`config.mk`:
```
export PLATFORM = sky130hd
export DESIGN_NAME = asn_seq
export DESIGN_NICKNAME = d
export VERILOG_FILES = /design/src/design/asn_pkg.sv /design/src/design/asn_seq.sv
export SDC_FILE = /design/constraint.sdc
export NUM_CORES = 1
export LEC_CHECK = 0
export BUFFER_PORTS_ARGS = -buffer_cell sky130_fd_sc_hd__buf_2
export CAP_MARGIN = 40
export CORE_ASPECT_RATIO = 0.8
export CORE_MARGIN = 3
export CORE_UTILIZATION = 45
export DETAILED_ROUTE_END_ITERATION = 8
export PLACE_DENSITY = 0.71
export SKIP_LAST_GASP = 1
export SYNTH_ARGS = -nofsm -noshare
export SYNTH_HDL_FRONTEND = slang
export SYNTH_SLANG_ARGS = --single-unit
```
`constraint.sdc`:
```
create_clock -name i_clk -period 2.8 [get_ports i_clk]
set_clock_uncertainty 0.1 [all_clocks]
set_input_delay 0.56 -clock i_clk [delete_from_list [all_inputs] [get_ports i_clk]]
set_output_delay 0.56 -clock i_clk [all_outputs]
set_load 0.05 [all_outputs]
```
`src/design/asn_pkg.sv`:
```
package asn_pkg;

    localparam int TAPS_DEF        = 12;
    localparam int SAMPLE_BITS_DEF = 16;
    localparam int SINE_DEPTH_DEF  = 1024;
    localparam int MAX_RESULTS     = 8;
    localparam int CFG_TAPS        = 12;   // taps that have a register
    localparam int TAPS_PER_REG    = 4;
    localparam int TAP_BITS        = 16;
    localparam int REG_BITS        = 64;
    localparam int CFG_IDX_BITS    = 3;
    localparam int ROUND_SHIFT     = 14;

    localparam logic [15:0] TWO_OVER_PI_Q16 = 16'd41722;
    localparam logic [63:0] HALF_PI_Q30     = 64'd1686629713;
    localparam logic [15:0] ALPHA_RESET     = 16'd2048;
    localparam logic [15:0] INV_BETA_RESET  = 16'd2048;

    typedef enum logic [CFG_IDX_BITS-1:0] {
        CFG_UP_LOW   = 3'd0,
        CFG_UP_MID   = 3'd1,
        CFG_UP_HIGH  = 3'd2,
        CFG_DN_LOW   = 3'd3,
        CFG_DN_MID   = 3'd4,
        CFG_DN_HIGH  = 3'd5,
        CFG_ALPHA    = 3'd6,
        CFG_INV_BETA = 3'd7
    } t_cfg_idx;

    // History control from the sequencer to the cell row.
    typedef struct packed {
        logic load;   // every cell takes the pushed sample
        logic shift;  // history moves one cell along
    } t_hist_ctl;

endpackage

```
`src/design/asn_seq.sv`:
```
module asn_seq #(
    parameter int TAPS        = asn_pkg::TAPS_DEF,
    parameter int SAMPLE_BITS = asn_pkg::SAMPLE_BITS_DEF
) (
    input  logic                          i_clk,
    input  logic                          i_rst_n,
    input  logic                          i_valid,
    output logic                          o_ready,
    input  logic signed [SAMPLE_BITS-1:0] i_sample,
    input  logic                          i_first,
    input  logic                          i_last,
    input  logic                          i_room,
    input  logic                          i_done,
    output asn_pkg::t_hist_ctl            o_ctl,
    output logic signed [SAMPLE_BITS-1:0] o_push,
    output logic                          o_iss_vld,
    output logic [$clog2(TAPS)-1:0]       o_iss_a,
    output logic                          o_end
);
    import asn_pkg::*;

    localparam int HALF = TAPS / 2;
    localparam int IW   = $clog2(TAPS);
    localparam int FW   = $clog2(HALF + 1);
    localparam int LW   = $clog2(HALF);
    localparam int OW   = $clog2(MAX_RESULTS + 1);

    typedef enum logic [3:0] {
        ST_IDLE  = 4'b0001,
        ST_ISSUE = 4'b0010,
        ST_WAIT  = 4'b0100,
        ST_FLUSH = 4'b1000
    } t_state;

    t_state                        r_state, n_state;
    logic [FW-1:0]                 r_fill, n_fill;
    logic signed [SAMPLE_BITS-1:0] r_edge, n_edge;
    logic                          r_last, n_last;
    logic [LW-1:0]                 r_left, n_left;
    logic [OW-1:0]                 r_ocnt, n_ocnt;
    logic [IW-1:0]                 r_a, n_a;
    logic                          r_end, n_end;

    logic                          w_accept;
    logic                          w_restart;
    logic [FW-1:0]                 w_inc;

    assign o_ready   = (r_state == ST_IDLE) && i_room;
    assign w_accept  = o_ready && i_valid;
    assign w_restart = i_first || (r_fill == '0);
    assign w_inc     = (r_fill < FW'(HALF)) ? r_fill + 1'b1 : r_fill;

    always_comb begin
        n_state     = r_state;
        n_fill      = r_fill;
        n_edge      = r_edge;
        n_last      = r_last;
        n_left      = r_left;
        n_ocnt      = r_ocnt;
        n_a         = r_a;
        n_end       = r_end;
        o_ctl.load  = 1'b0;
        o_ctl.shift = 1'b0;
        o_push      = w_accept ? i_sample : r_edge;
        unique case (r_state)
            ST_IDLE: begin
                if (w_accept) begin
                    o_ctl.load  = w_restart;
                    o_ctl.shift = !w_restart;
                    n_fill      = w_restart ? FW'(1) : w_inc;
                    n_edge      = i_sample;
                    n_last      = i_last;
                    n_left      = LW'(HALF - 1);
                    n_ocnt      = '0;
                    n_a         = '0;
                    n_end       = i_last && ((HALF == 1) || (MAX_RESULTS == 1));
                    if (n_fill >= FW'(HALF)) begin
                        n_state = ST_ISSUE;
                    end else if (i_last) begin
                        n_state = ST_FLUSH;
                    end
                end
            end
            ST_ISSUE: begin
                n_a = r_a + 1'b1;
                if (r_a == IW'(TAPS - 1)) begin
                    n_state = ST_WAIT;
                end
            end
            ST_WAIT: begin
                if (i_done) begin
                    n_ocnt = r_ocnt + 1'b1;
                    if (!r_last) begin
                        n_state = ST_IDLE;
                    end else if (r_left == '0 || n_ocnt == OW'(MAX_RESULTS)) begin
                        n_fill  = '0;
                        n_state = ST_IDLE;
                    end else begin
                        n_state = ST_FLUSH;
                    end
                end
            end
            ST_FLUSH: begin
                if (i_room) begin
                    o_ctl.shift = 1'b1;
                    n_fill      = w_inc;
                    n_left      = r_left - 1'b1;
                    n_a         = '0;
                    n_end       = (n_left == '0) || (r_ocnt == OW'(MAX_RESULTS - 1));
                    if (n_fill >= FW'(HALF)) begin
                        n_state = ST_ISSUE;
                    end else if (n_left == '0) begin
                        n_fill  = '0;
                        n_state = ST_IDLE;
                    end
                end
            end
            default: begin
                n_state = ST_IDLE;
            end
        endcase
    end

    always_ff @(posedge i_clk) begin
        if (!i_rst_n) begin
            r_state <= ST_IDLE;
            r_fill  <= '0;
            r_last  <= 1'b0;
            r_left  <= '0;
            r_ocnt  <= '0;
            r_a     <= '0;
            r_end   <= 1'b0;
        end else begin
            r_state <= n_state;
            r_fill  <= n_fill;
            r_last  <= n_last;
            r_left  <= n_left;
            r_ocnt  <= n_ocnt;
            r_a     <= n_a;
            r_end   <= n_end;
        end
    end

    always_ff @(posedge i_clk) begin
        r_edge <= n_edge;
    end

    assign o_iss_vld = (r_state == ST_ISSUE);
    assign o_iss_a   = r_a;
    assign o_end     = r_end;

endmodule

```
==> impl_results.md, run 1 <==
* Post-Syn Nets at 231
* Final Setup Violations at 0
* CTS tree: built
* Total gr overflow at 0
* Required time worst endpoint at 2.14 ns
* Initial core utilization at 48.4%
* Final std cells w/o fill at 310
* Leak Pwr at 0.00103 uW
* Core area at 0.00431 sq mm
* Vias in the first global route at 1,466
* Final ANT Viol Nets at 0
* Critical Path Source Type: flip-flop
* Total CTS buffers at 5
* Unrepaired setup endpoints after global routing: no
* Top FF cell, synth: dfxtp_1
* Share of cells above drive strength 1 at 34.4%
* I/O pin count at 48
* Sequential share of the synthesized area at 42.2%
* Max Fclk at 0.370 GHz
* FF-to-FF Start: r_fill[0]
* RePlAce Congestion at 0.824
* Cell area after synthesis at 0.00209 sq mm
* Layout fillers at 402
* Post-synthesis average cell area at 10.4 sq um
* Tot Pwr at 2420 uW
* Post-synth top area cell: edfxtp_1
* Drt pass-1 iters at 4
* Iter 0 DRT Violations at 92
* Avg Vias per Cell at 5.21
* P per Cell Area at 985 mW/mm^2
* Row cnt at 21
* Setup Crit Path Kind: flip-flop to output port
* Post-route DRC at 0
* First-pass GRT wire length at 6850 microns
* Final HPWL DP at 3260 microns
* Largest net degree at the start of global routing at 22
* Routed length per instance at 14.2 microns
* Multi-input logic area at 0.00112 sq mm
* Largest cells by area after synthesis: edfxtp_1, dfxtp_1, mux2_4, mux2_2, ha_1
* Minimum clock period at 2.70 ns
* DP Cell Count at 302
* Die ar. at 0.00549 sq mm
* Worst Tran Pin Value at 0.741 ns
* CTS sink cnt at 36
* Via count at 1,614
* Ys async rst share at 0%
* Max_cap viols at 0
* Status: finished clean
* Peak VDD IR at 0.000456 V
* Slew Limit Fails at 0
* H-Tree Depth at 2
* Synth top area share at 23.0%
* Die Ht at 66.9 microns
* Hold_buf cts at 0
* Clock latency on the worst-skew pair at 0.28 ns
* Post-synthesis register bit count at 36
* WL final at 4390 microns
* CP Max Fanout at 19
* Rel. slew slack at 50.4%
* Initial antenna violation count at 0
* Gr usage total at 16.3%
* Hold Path Class: flip-flop to flip-flop
* CTS clk-pin slew, worst paths at 0.07 ns
* Layout Nets at 282
* Post-CTS repair timing setup buffer count at 0
* Area Growth Syn to Fin at 17.7%
* Part of the cycle the worst path needs at 96.6%
* Hold_sp: r_left[2]
* Cell count after synthesis at 201
* Critical path capture point type: output port
* WP data arrival at 2.04 ns
* Deepest clock path buffer count at 2
* Worst Setup SP: r_state[0]
* IO Port Bufs at 47
* Synth cell types at 53
* Die X at 82.1 microns
* Root Driver: clkbuf_8
* Hold Violations, Final at 0
* Antenna Diode Count at 0
* Post-synth EDFFs at 16
* Synth warn at 0
* Reg area at 881 sq um
-- worst max-delay path, stage by stage, from the launching register on --
cell	delay, ns
dfxtp_1	0.54
nor4b_4	0.30
and2_4	0.23
nand2_8	0.14
mux2_4	0.34
buf_2	0.21
-- registers in the layout, summed over array words and instances, names as in the netlist --
| register | flops |
|---|---|
| r_left | 3 |
| r_ocnt | 4 |
| o_iss_a | 4 |
| r_last | 1 |
| o_end | 1 |
| r_edge | 16 |
| r_state | 4 |
| r_fill | 3 |
-- Yosys cell counts, drive strengths merged, types with 2 or more instances --
cell type and instances:
edfxtp 16, inv 10, mux2 17, nand4 2, o21ai 11, ha 7
nand3 8, a21oi 12, nor2 15, dfxtp 20, a31oi 2, nor4b 3
nand3b 6, buf 4, nand2b 4, and2 2, a211oi 2, clkbuf 3
nor2b 3, nor3b 2, o22ai 2, xor2 3, mux2i 4, nand2 22
a21o 3
-- logic make-up after synthesis --
group | after synthesis | synth area share (%)
flops | 36 | 42.2
mux | 21 | 12.5
buf+inv | 17 | 4.80
xor+xnor | 4 | 1.68
compound gates | 44 | 14.0
simple gates | 72 | 20.5
fa+ha+maj | 7 | 4.20
-- metal layers --
layer | GRT usage [%] | wire [microns]
met2 | 25.5 | 1950
met3 | 4.32 | 275
met4 | 4.56 | 34
met5 | 0 | 0
met1 | 22.1 | 2130
-- report_power, final --
part	leakage, uW	total (uW)	switching, uW	internal (uW)
logic	0.000669	1240	830	407
registers	0.000325	842	77.8	764
clock network	0.0000399	339	166	173
total	0.00103	2420	1070	1340
-- through the flow --
step | TNS [ns] | cell area, sq um | hold slack [ns] | worst slack (ns) | utilization, %
after global routing | 0 | 2450 | 0.399 | 0.0196 | 57.0
after CTS | 0 | 2450 | 0.360 | 0.114 | 56.9
after global placement | 0 | 2370 | 0.345 | 0.467 | 55.0
after detailed placement | 0 | 2370 | 0.349 | 0.420 | 55.0
final | 0 | 2450 | 0.360 | 0.0963 | 57.0
after floorplan | -1.39 | 2100 | 0.333 | -0.156 | -
-- final timing paths --
path                endpoint  slack (ns)  depth (start not counted)
setup / recovery   o_push[1]         0.1                          5
hold / removal     r_left[2]        0.36                          2
setup reg to reg  r_state[0]        0.45                          7
hold reg to reg    r_left[2]        0.36                          2
-- cell type report --
| cell class | count | area share [%] |
|---|---|---|
| clock inverters | 1 | 0.153 |
| repair buffers | 51 | 11.0 |
| flip-flops and latches | 36 | 35.9 |
| clock buffers | 7 | 3.11 |
| multi-input cells | 148 | 45.5 |
| well taps | 57 | 2.91 |
| inverters | 10 | 1.53 |
-- what timing repair did --
item                       in CTS  in global routing
hold endpoints to repair        0                  0
gates resized for setup         0                  1
setup endpoints to repair       0                  1
-- cells in the final DEF, fill, tap and decap left out, types with 5 or more instances in the layout --
cell type | synthesis | layout
inv_1 | 9 | 9
nand3_1 | 8 | 8
nand3b_1 | 6 | 6
buf_2 | 2 | 47
mux2_2 | 9 | 9
nand2_1 | 21 | 21
dfxtp_1 | 20 | 20
mux2_4 | 8 | 8
edfxtp_1 | 16 | 16
o21ai_0 | 10 | 10
clkbuf_8 | 1 | 5
ha_1 | 7 | 7
a21oi_1 | 12 | 12
nor2_1 | 15 | 14
(Power assumes the default switching activity.)
==> inputs of run 2 (changes only) <==
--- a/config.mk
+++ b/config.mk
@@ -10,8 +10,10 @@
 export CORE_ASPECT_RATIO = 0.8
 export CORE_MARGIN = 3
 export CORE_UTILIZATION = 45
+export CTS_CLUSTER_DIAMETER = 200
 export DETAILED_ROUTE_END_ITERATION = 8
-export PLACE_DENSITY = 0.71
+export PLACE_DENSITY = 0.69
+export REMOVE_ABC_BUFFERS = 1
 export SKIP_LAST_GASP = 1
 export SYNTH_ARGS = -nofsm -noshare
 export SYNTH_HDL_FRONTEND = slang
==> constraint.sdc (replaced) <==
create_clock -name i_clk -period 2.6 [get_ports i_clk]
set_clock_uncertainty 0.1 [all_clocks]
set_input_delay 0.52 -clock i_clk [delete_from_list [all_inputs] [get_ports i_clk]]
set_output_delay 0.52 -clock i_clk [all_outputs]
set_load 0.05 [all_outputs]
==> impl_results.md, run 2 (synthesis gave the netlist of run 1 again) <==
* P per Cell Area at 1060 mW/mm^2 (+7.9%)
* CTS sink cnt at 36 (unchanged)
* GRT met2 Usage at 25.4% (-0.10 points)
* Die Ht at 66.9 microns (unchanged)
* Leading cell type in the layout, fill and taps excluded: buf_2
* Final HPWL DP at 3350 microns (+2.9%)
* Core area at 0.00431 sq mm (unchanged)
* Max Fclk at 0.401 GHz
* Root Driver: clkbuf_8
* Final Setup Violations at 0 (unchanged)
* Leak Pwr at 0.00105 uW (+1.6%)
* Final ANT Viol Nets at 0 (unchanged)
* Share of cells above drive strength 1 at 35.5% (+1.2 points)
* Critical Path Source Type: flip-flop
* Die X at 82.1 microns (unchanged)
* GR peak layer: met2
* Drt pass-1 iters at 4 (unchanged)
* Max_cap viols at 0 (unchanged)
* Switching pwr at 1170 uW (+8.5%)
* Critical path capture point type: output port
* Initial antenna violation count at 0 (unchanged)
* Required time worst endpoint at 1.98 ns (-0.16 ns)
* Top reg by flops: r_edge
* Deepest clock path buffer count at 2 (unchanged)
* Slew Limit Fails at 0 (unchanged)
* CTS clk-pin slew, worst paths at 0.07 ns (about the same)
* Rel. slew slack at 54.6% (+4.2 points)
* Initial core utilization at 48.4% (unchanged)
* GR Util met3 at 4.19% (-0.14 points)
* Sw frac at 44.3% (-0.14 points)
* Status: finished clean
* First-pass GRT wire length at 6720 microns (-1.9%)
* Peak VDD IR at 0.000660 V (+45%)
* Most frequent cells in the layout: buf_2, nand2_1, dfxtp_1
* Vias in the first global route at 1,473 (+0.48%)
* Share of total power in combinational logic at 52.5% (+1.3 points)
* Total CTS buffers at 5 (unchanged)
* GR Util met1 at 22.2% (+0.12 points)
* Area Growth Syn to Fin at 18.7%
* Clock latency on the worst-skew pair at 0.28 ns (about the same)
* Hold slack at 0.375 ns (+0.0153 ns)
* Hold Path Class: flip-flop to flip-flop
* IO Port Bufs at 47 (unchanged)
* Iter 0 DRT Violations at 111 (+21%)
* Worst Tran Pin Value at 0.678 ns (-0.0629 ns)
* Layout Nets at 285 (+1.1%)
* Via count at 1,669 (+3.4%)
* Total gr overflow at 0 (unchanged)
* H-Tree Depth at 2 (unchanged)
* Part of the cycle the worst path needs at 95.9%
* Largest net degree at the start of global routing at 22 (unchanged)
* Antenna Diode Count at 0 (unchanged)
* Die ar. at 0.00549 sq mm (unchanged)
* Layout fillers at 384 (-4.5%)
* Max reg flops at 16 (unchanged)
* Post-layout util at 57.4% (+0.46 points)
* Setup tns final at 0 ns (unchanged)
* Minimum clock period at 2.49 ns
* CP Max Fanout at 19 (unchanged)
* Sequential power share at 33.5% (-1.3 points)
* Setup Crit Path Kind: flip-flop to output port
* Clk pwr share at 13.9% (about the same)
* Post-route DRC at 0 (unchanged)
* WP data arrival at 1.87 ns (-0.17 ns)
* I/O pin count at 48 (unchanged)
* Routed length per instance at 14.0 microns (-0.80%)
* Gr usage total at 16.2% (-0.13 points)
* Avg Vias per Cell at 5.33 (+2.4%)
* Cell-internal power at 1470 uW (+9.1%)
* CTS tree: built
* Hold Violations, Final at 0 (unchanged)
* RePlAce Congestion at 0.903 (+9.6%)
* Row cnt at 21 (unchanged)
* Unrepaired setup endpoints after global routing: no
* WL final at 4390 microns (+0.16%)
==> run 2: metrics by stage <==
| step | instances | instance area [sq um] | total power [uW] | worst slack, ns |
|---|---|---|---|---|
| final | 313 | 2470 | 2630 | 0.108 |
| after floorplan | 194 | 2020 | 1960 | -0.629 |
| after global routing | 313 | 2470 | 2770 | 0.00506 |
| after CTS | 312 | 2460 | 2640 | 0.0211 |
| after detailed placement | 304 | 2370 | 2270 | 0.324 |
| after global placement | 304 | 2370 | 2240 | 0.301 |
==> run 2: layout make-up <==
type	instances	area [sq um]	area share, %
multi-input cells	148	1110	44.8
flip-flops and latches	36	882	35.6
repair buffers	54	294	11.9
clock buffers	7	76.3	3.08
well taps	57	71.3	2.88
inverters	10	37.5	1.52
clock inverters	1	5.00	0.202
==> run 2: per-layer routing <==
layer  up-vias  wire (microns)
li1        840               -
met5         -               0
met1       763            2060
met3         4             350
met4         0              21
met2        62            1970
==> run 2: path summary, 6_finish.rpt <==
check              from    endpoint  slack (ns)  cells past startpoint
max reg2reg   r_fill[0]  r_state[0]        0.32                      7
min           r_left[2]   r_left[2]        0.38                      2
min reg2reg   r_left[2]   r_left[2]        0.38                      2
max          r_state[1]   o_push[3]        0.11                      5
==> run 2: power groups by stage <==
stage / sequential (uW) / combinational [uW] / clock (uW)
after global routing: 892 / 1470 / 401
after floorplan: 893 / 1070 / 0
after detailed placement: 896 / 1370 / 0
after CTS: 884 / 1380 / 380
final: 883 / 1380 / 367
after global placement: 881 / 1360 / 0
==> run 2: what timing repair did <==
item | 4_1_cts | 5_1_grt
hold buffers | 0 | 0
gates resized for setup | 0 | 4
setup endpoints to repair | 0 | 17
setup buffers | 0 | 1
==> run 2: critical path: stages (launching register included) <==
cell and delay [ns]:
dfxtp_2 0.38, nor4b_4 0.30, and2_4 0.23, nand2_8 0.13, mux2_4 0.34, buf_2 0.21
